--- config.mk ---
export PLATFORM = sky130hd
export DESIGN_NAME = utf8_stream_decoder_unit
export DESIGN_NICKNAME = d
export VERILOG_FILES = /design/src/hw/rtl/u8d_pkg.sv /design/src/hw/rtl/utf8_stream_decoder_unit.sv
export SDC_FILE = /design/constraint.sdc
export NUM_CORES = 1
export LEC_CHECK = 0
export BUFFER_PORTS_ARGS = -buffer_cell sky130_fd_sc_hd__buf_2
export CELL_PAD_IN_SITES_DETAIL_PLACEMENT = 0
export CELL_PAD_IN_SITES_GLOBAL_PLACEMENT = 1
export CORE_MARGIN = 3
export CORE_UTILIZATION = 30
export DETAILED_ROUTE_END_ITERATION = 12
export PLACE_DENSITY_LB_ADDON = 0.1
export SKIP_CTS_REPAIR_TIMING = 1
export SLEW_MARGIN = 20
export SYNTH_ARGS = -nofsm -noshare
export SYNTH_HDL_FRONTEND = slang
export SYNTH_SLANG_ARGS = --single-unit
--- constraint.sdc ---
create_clock -name clk -period 2.5 [get_ports clk]
set_clock_uncertainty 0.1 [all_clocks]
set_input_delay 0.625 -clock clk [delete_from_list [all_inputs] [get_ports clk]]
set_output_delay 0.625 -clock clk [all_outputs]
set_load 0.01 [all_outputs]
--- src/hw/rtl/u8d_pkg.sv ---
`timescale 1ns / 1ps
`default_nettype none

package u8d_pkg;

    localparam int unsigned CpWidth = 21;

    // code point emitted for bad or broken sequences
    localparam logic [CpWidth-1:0] ReplacementCp = 21'h00FFFD;

    // lead byte classes
    localparam logic [7:0] ContMask  = 8'hC0;
    localparam logic [7:0] ContCode  = 8'h80;
    localparam logic [7:0] Lead2Mask = 8'hE0;
    localparam logic [7:0] Lead2Code = 8'hC0;
    localparam logic [7:0] Lead3Mask = 8'hF0;
    localparam logic [7:0] Lead3Code = 8'hE0;
    localparam logic [7:0] Lead4Mask = 8'hF8;
    localparam logic [7:0] Lead4Code = 8'hF0;
    localparam logic [7:0] AsciiTop  = 8'h80;

    // payload masks
    localparam logic [7:0] ContBits  = 8'h3F;
    localparam logic [7:0] Lead2Bits = 8'h1F;
    localparam logic [7:0] Lead3Bits = 8'h0F;
    localparam logic [7:0] Lead4Bits = 8'h07;

    typedef struct packed {
        logic [7:0] in_byte;
        logic       end_of_string;
    } byte_beat_t;

    typedef struct packed {
        logic [CpWidth-1:0] code_point;
        logic               last_of_run;
        logic               string_done;
    } cp_beat_t;

endpackage

`default_nettype wire

--- src/hw/rtl/utf8_stream_decoder_unit.sv ---
`timescale 1ns / 1ps
`default_nettype none

// Lenient UTF-8 stream decoder.
// Byte channel (byte_valid/byte_ready/byte_beat) carries one raw byte and an
// end-of-string flag per beat. Code point channel (cp_valid/cp_ready/cp_beat)
// carries decoded code points; last_of_run marks the final beat caused by a
// byte, string_done the final beat of a string.
// A byte lands in an input register, is decoded against the open sequence
// in one pass and the results (a run of U+FFFD plus an optional tail value)
// land in the result register, which drives cp_beat directly.
// An accepted byte waits in the input register until the result register is free.
// Throughput: one byte per cycle while each byte yields at most one code
// point and the receiver keeps cp_ready high; a byte yielding N code points
// holds the result register until all N beats are taken, so a broken sequence yields up to 4 beats.
// Bytes that only open or extend a sequence produce no beat.
// Reset clears the open sequence and the valid state of both registers (not their payloads); no clearing pass.
// When the receiver stalls, the result register holds its beat and the
// input register takes one more byte before byte_ready drops.
module utf8_stream_decoder_unit (
    input  wire logic              clk,
    input  wire logic              rst_n,
    input  wire logic              byte_valid,
    output logic                   byte_ready,
    input  wire u8d_pkg::byte_beat_t byte_beat,
    output logic                   cp_valid,
    input  wire logic              cp_ready,
    output u8d_pkg::cp_beat_t      cp_beat
);
    import u8d_pkg::*;

    // input register
    logic       in_valid_reg;
    byte_beat_t in_data_reg;

    // sequence state
    logic [CpWidth-1:0] partial_reg,  partial_next;
    logic [1:0]         needed_reg,   needed_next;
    logic [1:0]         gathered_reg, gathered_next;

    // result register: rep_cnt replacements, then optional tail
    logic [1:0]         rep_cnt_reg,  rep_cnt_next;
    logic               tail_vld_reg, tail_vld_next;
    logic [CpWidth-1:0] tail_cp_reg,  tail_cp_next;
    logic               eos_reg,      eos_next;

    logic job_empty;
    logic job_last;
    logic job_free;
    logic move;

    assign job_empty = (rep_cnt_reg == 2'd0) && !tail_vld_reg;
    assign job_last  = ((rep_cnt_reg == 2'd1) && !tail_vld_reg) ||
                       ((rep_cnt_reg == 2'd0) && tail_vld_reg);
    assign job_free  = job_empty || (job_last && cp_ready);
    assign move      = in_valid_reg && job_free;
    assign byte_ready = !in_valid_reg || job_free;

    // output drive
    assign cp_valid = !job_empty;
    always_comb
    begin
        cp_beat.code_point  = (rep_cnt_reg != 2'd0) ? ReplacementCp : tail_cp_reg;
        cp_beat.last_of_run = job_last;
        cp_beat.string_done = job_last && eos_reg;
    end

    // decode one byte against the open sequence
    logic [7:0]         b;
    logic               eos;
    logic               is_cont;
    logic               fresh;
    logic [CpWidth-1:0] ext_val;
    logic [1:0]         g1;
    logic [1:0]         need;
    logic [7:0]         bits;
    logic [1:0]         d_rep;
    logic               d_tail;
    logic [CpWidth-1:0] d_cp;

    always_comb
    begin
        b       = in_data_reg.in_byte;
        eos     = in_data_reg.end_of_string;
        is_cont = (b & ContMask) == ContCode;
        ext_val = {partial_reg[CpWidth-7:0], b[5:0] & ContBits[5:0]};
        g1      = gathered_reg + 2'd1;
        fresh   = 1'b1;
        d_rep   = 2'd0;
        d_tail  = 1'b0;
        d_cp    = ReplacementCp;
        partial_next  = partial_reg;
        needed_next   = needed_reg;
        gathered_next = gathered_reg;
        need = 2'd0;
        bits = 8'd0;

        // open sequence: extend, complete or break
        if (needed_reg != 2'd0)
        begin
            partial_next  = '0;
            needed_next   = 2'd0;
            gathered_next = 2'd0;
            if (is_cont)
            begin
                fresh = 1'b0;
                if (g1 >= needed_reg)
                begin
                    d_tail = 1'b1;
                    d_cp   = ext_val;
                end
                else if (eos)
                begin
                    // lead plus gathered continuations, this one included
                    d_rep = g1 + 2'd1;
                end
                else
                begin
                    partial_next  = ext_val;
                    needed_next   = needed_reg;
                    gathered_next = g1;
                end
            end
            else
            begin
                d_rep = gathered_reg + 2'd1;
            end
        end

        // fresh decode
        if (fresh)
        begin
            if (b < AsciiTop)
            begin
                d_tail = 1'b1;
                d_cp   = {{(CpWidth-8){1'b0}}, b};
            end
            else
            begin
                if ((b & Lead2Mask) == Lead2Code)
                begin
                    need = 2'd1;
                    bits = b & Lead2Bits;
                end
                else if ((b & Lead3Mask) == Lead3Code)
                begin
                    need = 2'd2;
                    bits = b & Lead3Bits;
                end
                else if ((b & Lead4Mask) == Lead4Code)
                begin
                    need = 2'd3;
                    bits = b & Lead4Bits;
                end
                if ((need == 2'd0) || eos)
                begin
                    d_tail = 1'b1;
                    d_cp   = ReplacementCp;
                end
                else
                begin
                    partial_next  = {{(CpWidth-8){1'b0}}, bits};
                    needed_next   = need;
                    gathered_next = 2'd0;
                end
            end
        end
    end

    // result register next value
    always_comb
    begin
        rep_cnt_next  = rep_cnt_reg;
        tail_vld_next = tail_vld_reg;
        tail_cp_next  = tail_cp_reg;
        eos_next      = eos_reg;
        if (move)
        begin
            rep_cnt_next  = d_rep;
            tail_vld_next = d_tail;
            tail_cp_next  = d_cp;
            eos_next      = eos;
        end
        else if (cp_valid && cp_ready)
        begin
            if (rep_cnt_reg != 2'd0)
            begin
                rep_cnt_next = rep_cnt_reg - 2'd1;
            end
            else
            begin
                tail_vld_next = 1'b0;
            end
        end
    end

    // control and state registers
    always_ff @(posedge clk or negedge rst_n)
    begin
        if (!rst_n)
        begin
            in_valid_reg <= 1'b0;
            partial_reg  <= '0;
            needed_reg   <= 2'd0;
            gathered_reg <= 2'd0;
            rep_cnt_reg  <= 2'd0;
            tail_vld_reg <= 1'b0;
            eos_reg      <= 1'b0;
        end
        else
        begin
            if (byte_ready)
            begin
                in_valid_reg <= byte_valid;
            end
            if (move)
            begin
                partial_reg  <= partial_next;
                needed_reg   <= needed_next;
                gathered_reg <= gathered_next;
            end
            rep_cnt_reg  <= rep_cnt_next;
            tail_vld_reg <= tail_vld_next;
            eos_reg      <= eos_next;
        end
    end

    // payload registers
    always_ff @(posedge clk)
    begin
        if (byte_ready && byte_valid)
        begin
            in_data_reg <= byte_beat;
        end
        tail_cp_reg <= tail_cp_next;
    end

endmodule

`default_nettype wire

After elaboration in Yosys (flattened, before gate mapping). Index checks and enable logic that the tools add are counted.

Bits in registers: 60. Output and inout port bits: 25. Word-level logic and storage cells: 98.

$add $sub $neg: 3. Order comparisons: 2. Equal/unequal tests: 6. Multiplexer cells: 54. Reductions and logical operators: 23.

Operators with widths (number): $mux W21 (14); $mux W2 (26); $mux W1 (11); $logic_and A1 B1 Y1 (8); $lt A8 B8 Y1 const B (1); $reduce_bool A2 Y1 (4); $eq A5 B5 Y1 const B (1); $mux W5 (1); $add A2 B1 Y2 const B (2); $eq A4 B4 Y1 const B (1); $logic_not A2 Y1 (2); $logic_or A1 B1 Y1 (4); $mux W4 (1); $reduce_and A2 Y1 (2); $eq A3 B3 Y1 const B (1); $logic_not A1 Y1 (3); $mux W3 (1); $eq A2 B1 Y1 const B (1); $eq A2 B2 Y1 const B (1); $ge A2 B2 Y1 (1); $ne A2 B2 Y1 const B (1); $sub A2 B1 Y2 const B (1).

Longest topological paths before layout. Gate-level depths: netlist (run 1).

Depth after elaboration: 12. Depth in mapped cells: 9. Gate-level depth less buffers: 7.

Least setup slack after synthesis (run 1). OpenSTA, ideal clock, no wires.

Kind: register to register. Start point: reg gathered_reg[0]. End point: reg tail_cp_reg[5], data pin. Arrival time: 1848 ps. Required time: 2144 ps. Path slack: 296 ps. Stages on the path, launching flop included: 7. Path buffers: 1. Clock period less this slack: 2204 ps. Cells stage by stage: dfrtp_1 > xor2_1 > ha_1 > a21oi_1 > o31ai_1 > buf_2 > nand2_1.

Longest elaborated chain between the ends: 8.

Ends and longest elaborated chain: from (decl) (line utf8_stream_decoder_unit.sv:39) `logic [1:0] gathered_reg, gathered_next;`; from (signal assigned) (line utf8_stream_decoder_unit.sv:220) `gathered_reg <= gathered_next;`; $add A2 B1 Y2 (*) (line utf8_stream_decoder_unit.sv:87) `g1 = gathered_reg + 2'd1;`; $ge A2 B2 Y1 (*) (line utf8_stream_decoder_unit.sv:107) `if (g1 >= needed_reg)`; $mux W21 (*) (line utf8_stream_decoder_unit.sv:107); $mux W21 (*) (line utf8_stream_decoder_unit.sv:104) `if (is_cont)`; $mux W21 (*) (line utf8_stream_decoder_unit.sv:99) `if (needed_reg != 2'd0)`; $mux W21 (line utf8_stream_decoder_unit.sv:155) `if ((need == 2'd0) || eos)`; $mux W21 (line utf8_stream_decoder_unit.sv:133) `if (b < AsciiTop)`; $mux W21 (*) (line utf8_stream_decoder_unit.sv:131) `if (fresh)`; named net d_cp[5] (line utf8_stream_decoder_unit.sv:79) `logic [CpWidth-1:0] d_cp;`; to (signal assigned) (line utf8_stream_decoder_unit.sv:235) `tail_cp_reg <= tail_cp_next;`; to (decl) (line utf8_stream_decoder_unit.sv:44) `logic [CpWidth-1:0] tail_cp_reg, tail_cp_next;`.

Mark *: on every way through the listed nets, which the timed path passes. The rest lies on a longest branch. A chain may end at the register's enable or synchronous reset.

Worst setup path after layout (run 1).
Start point: reg rep_cnt_reg[0]. End point: out byte_ready.

Longest elaborated chain between the ends: 6. Elaborated cells on any way between the ends: 9. Those cells by class: eq/ne (1); reduce/logical (8).

Ends and longest elaborated chain: from (decl) (line utf8_stream_decoder_unit.sv:42) `logic [1:0] rep_cnt_reg, rep_cnt_next;`; from (signal assigned) (line utf8_stream_decoder_unit.sv:222) `rep_cnt_reg <= rep_cnt_next;`; $eq A2 B1 Y1 / $logic_not A2 Y1 (equally long branches) (line utf8_stream_decoder_unit.sv:53, utf8_stream_decoder_unit.sv:52, utf8_stream_decoder_unit.sv:54); $logic_and A1 B1 Y1, on equally long branches (line utf8_stream_decoder_unit.sv:53, utf8_stream_decoder_unit.sv:54); $logic_or A1 B1 Y1 (line utf8_stream_decoder_unit.sv:53) `assign job_last = ((rep_cnt_reg == 2'd1) && !tail_vld_reg) ||`; $logic_and A1 B1 Y1 (line utf8_stream_decoder_unit.sv:55) `assign job_free = job_empty || (job_last && cp_ready);`; $logic_or A1 B1 Y1 (*) (line utf8_stream_decoder_unit.sv:55); $logic_or A1 B1 Y1 (*) (line utf8_stream_decoder_unit.sv:57) `assign byte_ready = !in_valid_reg || job_free;`; to (decl) (line utf8_stream_decoder_unit.sv:24) `output logic byte_ready,`.

Mark *: on every way between the ends. The rest lies on a longest branch, timed or not.

==> results of run 1 <==
[critical path: cells and delay by family, from the launching register on]
family        cells  cell delay [ns]
mux               1             0.29
fa+ha+maj         1             0.24
buf+inv           1             0.16
flops             1             0.42
simple gates      2             0.18
[synth_stat cells, drive strengths merged (2+ instances only)]
master	count
nand2	27
o21ai	5
a21oi	4
inv	9
and2	16
a21o	4
dfrtp	24
ha	4
a2111oi	4
a32o	5
and3	3
nor2b	2
buf	6
clkbuf	3
edfxtp	30
nor2	3
a22o	13
o31ai	5
nand2b	26
mux2	2
[layout make-up]
type	count	area [um2]	area share (%)
clock buffers	6	93.8	3.18
inverters	9	33.8	1.14
well taps	102	128	4.32
flip-flops and latches	54	1500	50.8
multi-input cells	136	947	32.1
clock inverters	2	18.8	0.636
repair buffers	43	230	7.80
[through the flow]
step	cells	total power, mW	utilization [%]
2_1_floorplan	208	2.34	-
3_3_place_gp	344	2.79	35.5
3_5_place_dp	344	2.80	35.5
4_1_cts	352	3.38	36.9
5_1_grt	352	3.59	37.1
6_report	352	3.34	37.1
[per-layer routing]
metal | wire [um] | share of wire [%] | vias up | GRT usage [%]
li1 | - | - | 830 | -
met1 | 2860 | 54 | 765 | 17.2
met2 | 2150 | 41 | 32 | 15.6
met3 | 212 | 4.0 | 4 | 3.00
met4 | 48 | 0.91 | 0 | 3.30
met5 | 0 | 0 | - | 0
[cell families after synthesis]
kind of cell / Yosys count
xor gates and xnor gates: 1
buffers and inverters: 18
muxes: 2
AOI/OAI and AO/OA: 45
and+or+nand+nor: 84
adders and majority gates: 4
DFF: 54
[how the worst max path moves through the flow]
stage | end | slack [ns] | cells after the start
CTS | byte_ready | 0.04 | 6
global route | byte_ready | 0.04 | 6
floorplan | tail_cp_reg[5]$_DFFE_PP_ | 0.30 | 6
global placement | tail_cp_reg[1]$_DFFE_PP_ | 0.22 | 6
finish | byte_ready | 0.16 | 5
detailed placement | tail_cp_reg[1]$_DFFE_PP_ | 0.24 | 6
[power breakdown]
group | internal (mW) | switching, mW | leakage [nW]
registers | 1.31 | 0.144 | 0.601
logic | 0.515 | 0.805 | 0.580
clock network | 0.265 | 0.306 | 0.0545
==> impl_metrics.tcl, run 1 <==
set metrics [dict create \
    drc 0 \
    netlist_top_cells_area "edfxtp_1, dfrtp_1, nand2b_1" \
    synth_nets 225 \
    start_kind "flip-flop" \
    fin_area_mm2 0.00295 \
    final_common_cell "buf_2" \
    outcome "finished, final reports clean" \
    regToRegEndpoint "tail_cp_reg[1]$_DFFE_PP_" \
    synthFlopType "edfxtp_1" \
    clock_sinks 54 \
    dr.pass1.iters 4 \
    place_hpwl_um 3830 \
    required_ns 1.77 \
    fin_nets 266 \
    fillerInstances 799 \
    slew_viol_final 0 \
    worstPathArrival_ns 1.62 \
    critPathKind "reg -> out" \
    avgSynthCellArea_um2 12.1 \
    h-tree-depth 2 \
    p_leak_nw 1.24 \
    pre_cts_ws_ns 0.243 \
    rsz0062_at_grt "false" \
    coreArea_mm2 0.00797 \
    startpoint "rep_cnt_reg[0]$_DFFE_PN0P_" \
    grt_max_degree 25 \
    ir_drop_mv 0.308 \
    min_period_ns 2.34 \
    timing.final.crit_share_pct 93.7 \
    drtAntennaViolNets 0 \
    drt_wl_total_um 5280 \
    die_y_um 97.8 \
    grt_pass1_wl_um 8600 \
    antenna_found_initial 0 \
    min_path_type "in -> async" \
    relSlewSlack_pct 51.0 \
    yosysWarnings 0 \
    ys_ff_latch 54 \
    synthCells 208 \
    path_clk_slew_ns 0.10 \
    reg2regPathDepth 6 \
    synth_edf_count 30 \
    track_usage_pct 11.3 \
    layout_setup_ws_ns 0.157 \
    synth-simple-area-share_pct 18.4 \
    synth.lib_cells_used.distinct 41 \
    hold_viol_final 0 \
    setup_violations 0 \
    path_cells "ha_1 -> mux2_2 -> nand2_1 -> nand3_1 -> buf_2" \
    port_buffers 37 \
    synth_adder_area_share_pct 1.98 \
    yosys.area.top_type "edfxtp_1" \
    areaGrowthSynthToFinish_pct 16.9 \
    synthArstFlopShare_pct 44.4 \
    reg2reg_slack_ns 0.23 \
    largest_register_ffs 21 \
    setup_tns_ns 0 \
    slowest_stage "dfrtp_1" \
    grt_pass1_vias 1637 \
    num_vias 1631 \
    dieArea_mm2 0.00956 \
    synth_compound_area_share_pct 15.4 \
    drtIter0Drc 59 \
    hold-worst-slack_ns 0.199 \
    cp-end-kind "primary output" \
    die_w_um 97.8 \
    synth_top_area_share_pct 35.7 \
    critical_path.max_fanout 3 \
    synth_xor_area_share_pct 0.347 \
    clk-insertion-delay-late_ns 0.31 \
    powerDensity_mw_per_mm2 1130 \
    max_stage_delay_ns 0.42 \
    n_antenna_cell 0 \
    rows 32 \
    timing.fmax_mhz 427 \
    avgViaCountPerCell 4.63 \
    clock_path_buffers 2 \
    final_cell_mix "buf_2, edfxtp_1, nand2_1, nand2b_1, dfrtp_1" \
    wl_per_cell_um 15.0 \
    placed_area_mm2 0.00283 \
    drv_cap 0 \
    synth_top_family_by_area "simple AND/OR/NAND/NOR gates" \
    globalplace.congestion 0.772 \
    cts_made_buffers 5 \
    cts_tree "built" \
    seq_area_frac_synth_pct 59.4 \
    r2r-start "gathered_reg[0]$_DFFE_PN0P_" \
    synth_mux_area_share_pct 0.892 \
    drive_above_1_share_pct 24.8 \
    worst_slew_pin_slew_ns 0.736 \
    initial_utilization_pct 31.7 \
    top_level_ports 38 \
    root_buffer "clkbuf_8" \
    overflow 0 \
    synthesis.area_mm2 0.00253 \
]
Power figures use the tool's default switching activity.
==> run 2, diff against run 1 <==
CTS_BUF_LIST = sky130_fd_sc_hd__clkbuf_4 sky130_fd_sc_hd__clkbuf_8   (was not set)
==> impl_metrics.tcl, run 2 (same netlist as run 1, synthesis figures left out) <==
set metrics [dict create \
    drc 0 \
    initial_utilization_pct 31.7 \
    overflow 0 \
    outcome "finished, final reports clean" \
    cts_tree "built" \
    timing.final.crit_share_pct 93.7 \
    hold_viol_final 0 \
    rows 32 \
    largest_register_ffs 21 \
    critical_path.max_fanout 3 \
    worst_slew_pin_slew_ns 0.738 \
    drt_wl_total_um 5300 \
    setup_violations 0 \
    min_path_type "in -> async" \
    worstPathArrival_ns 1.62 \
    post-route-util_pct 37.1 \
    areaGrowthSynthToFinish_pct 17.1 \
    slew_viol_final 0 \
    drv_cap 0 \
    slowest_stage "dfrtp_1" \
    root_buffer "clkbuf_8" \
    fin_nets 266 \
    grt_pass1_wl_um 8620 \
    die_w_um 97.8 \
    die_y_um 97.8 \
    globalplace.congestion 0.772 \
    p_leak_nw 1.24 \
    clock_sinks 54 \
    start_kind "flip-flop" \
    timing.fmax_mhz 427 \
    path_clk_slew_ns 0.10 \
    max_stage_delay_ns 0.42 \
    final_cell_mix "buf_2, edfxtp_1, nand2_1, nand2b_1, dfrtp_1" \
    antenna_found_initial 0 \
    ir_drop_mv 0.309 \
    dieArea_mm2 0.00956 \
    grt_max_degree 25 \
    wl_per_cell_um 15.1 \
    cp-end-kind "primary output" \
    powerDensity_mw_per_mm2 1140 \
    regToRegEndpoint "tail_cp_reg[1]$_DFFE_PP_" \
    min_period_ns 2.34 \
    grt_pass1_vias 1642 \
    fin_area_mm2 0.00296 \
    setup_tns_ns 0 \
    path_cells "ha_1 -> mux2_2 -> nand2_1 -> nand3_1 -> buf_2" \
    rsz0062_at_grt "false" \
    final_common_cell "buf_2" \
    avgViaCountPerCell 4.65 \
    place_hpwl_um 3830 \
    top_level_ports 38 \
    clk-insertion-delay-late_ns 0.31 \
    port_buffers 37 \
    num_vias 1638 \
    required_ns 1.77 \
    r2r-start "gathered_reg[0]$_DFFE_PN0P_" \
    cts_made_buffers 5 \
    reg2regPathDepth 6 \
    placed_area_mm2 0.00283 \
    critPathKind "reg -> out" \
    track_usage_pct 11.3 \
    n_antenna_cell 0 \
    dr.pass1.iters 5 \
    reg2reg_slack_ns 0.23 \
    clock_path_buffers 2 \
    h-tree-depth 2 \
    drtIter0Drc 62 \
    drtAntennaViolNets 0 \
    coreArea_mm2 0.00797 \
    drive_above_1_share_pct 24.8 \
    relSlewSlack_pct 50.8 \
]
[run 2: worst max path at each step]
stage,slack (ns),cells after the start,start,to
2_1_floorplan,0.30,6,gathered_reg[0]$_DFFE_PN0P_,tail_cp_reg[5]$_DFFE_PP_
3_3_place_gp,0.22,6,gathered_reg[0]$_DFFE_PN0P_,tail_cp_reg[1]$_DFFE_PP_
3_5_place_dp,0.24,6,gathered_reg[0]$_DFFE_PN0P_,tail_cp_reg[1]$_DFFE_PP_
4_1_cts,0.04,6,rep_cnt_reg[0]$_DFFE_PN0P_,byte_ready
5_1_grt,0.04,6,rep_cnt_reg[0]$_DFFE_PN0P_,byte_ready
6_report,0.16,5,rep_cnt_reg[0]$_DFFE_PN0P_,byte_ready
[run 2: worst max-delay path: cells and delay by family (launching register included)]
family / cells / cell delay, ns
flip-flops: 1 / 0.42
buffers and inverters: 1 / 0.16
adder cells (fa/ha/maj): 1 / 0.24
AND/OR/NAND/NOR: 2 / 0.18
multiplexers: 1 / 0.29
[run 2: area by class of cell]
class / count / area [um2]
fillers: 799 / 5010
multi-input cells: 136 / 947
clock buffers: 5 / 68.8
well taps: 102 / 128
clock inverters: 3 / 48.8
repair buffers: 43 / 230
inverters: 9 / 33.8
flip-flops and latches: 54 / 1500
[run 2: metal layers]
metal,part of all wire [%],GRT usage (%)
met5,0,0
met4,0.91,3.30
met3,4.2,3.00
met2,41,15.6
met1,54,17.2
[run 2: through the flow]
| stage | std cells | setup WS [ns] | hold WS [ns] | power, mW |
|---|---|---|---|---|
| floorplan | 208 | 0.296 | 0.229 | 2.34 |
| detailed placement | 344 | 0.243 | 0.382 | 2.80 |
| global placement | 344 | 0.216 | 0.382 | 2.79 |
| CTS | 352 | 0.0391 | 0.205 | 3.42 |
| global route | 352 | 0.0378 | 0.234 | 3.63 |
| finish | 352 | 0.159 | 0.200 | 3.38 |
[run 2: where the power goes]
group          leakage [nW]  switching [mW]  total [mW]  internal [mW]
Combinational         0.580           0.806        1.32          0.515
Sequential            0.601           0.144        1.45           1.31
Clock                0.0563           0.303       0.609          0.305
Total                  1.24            1.25        3.38           2.13
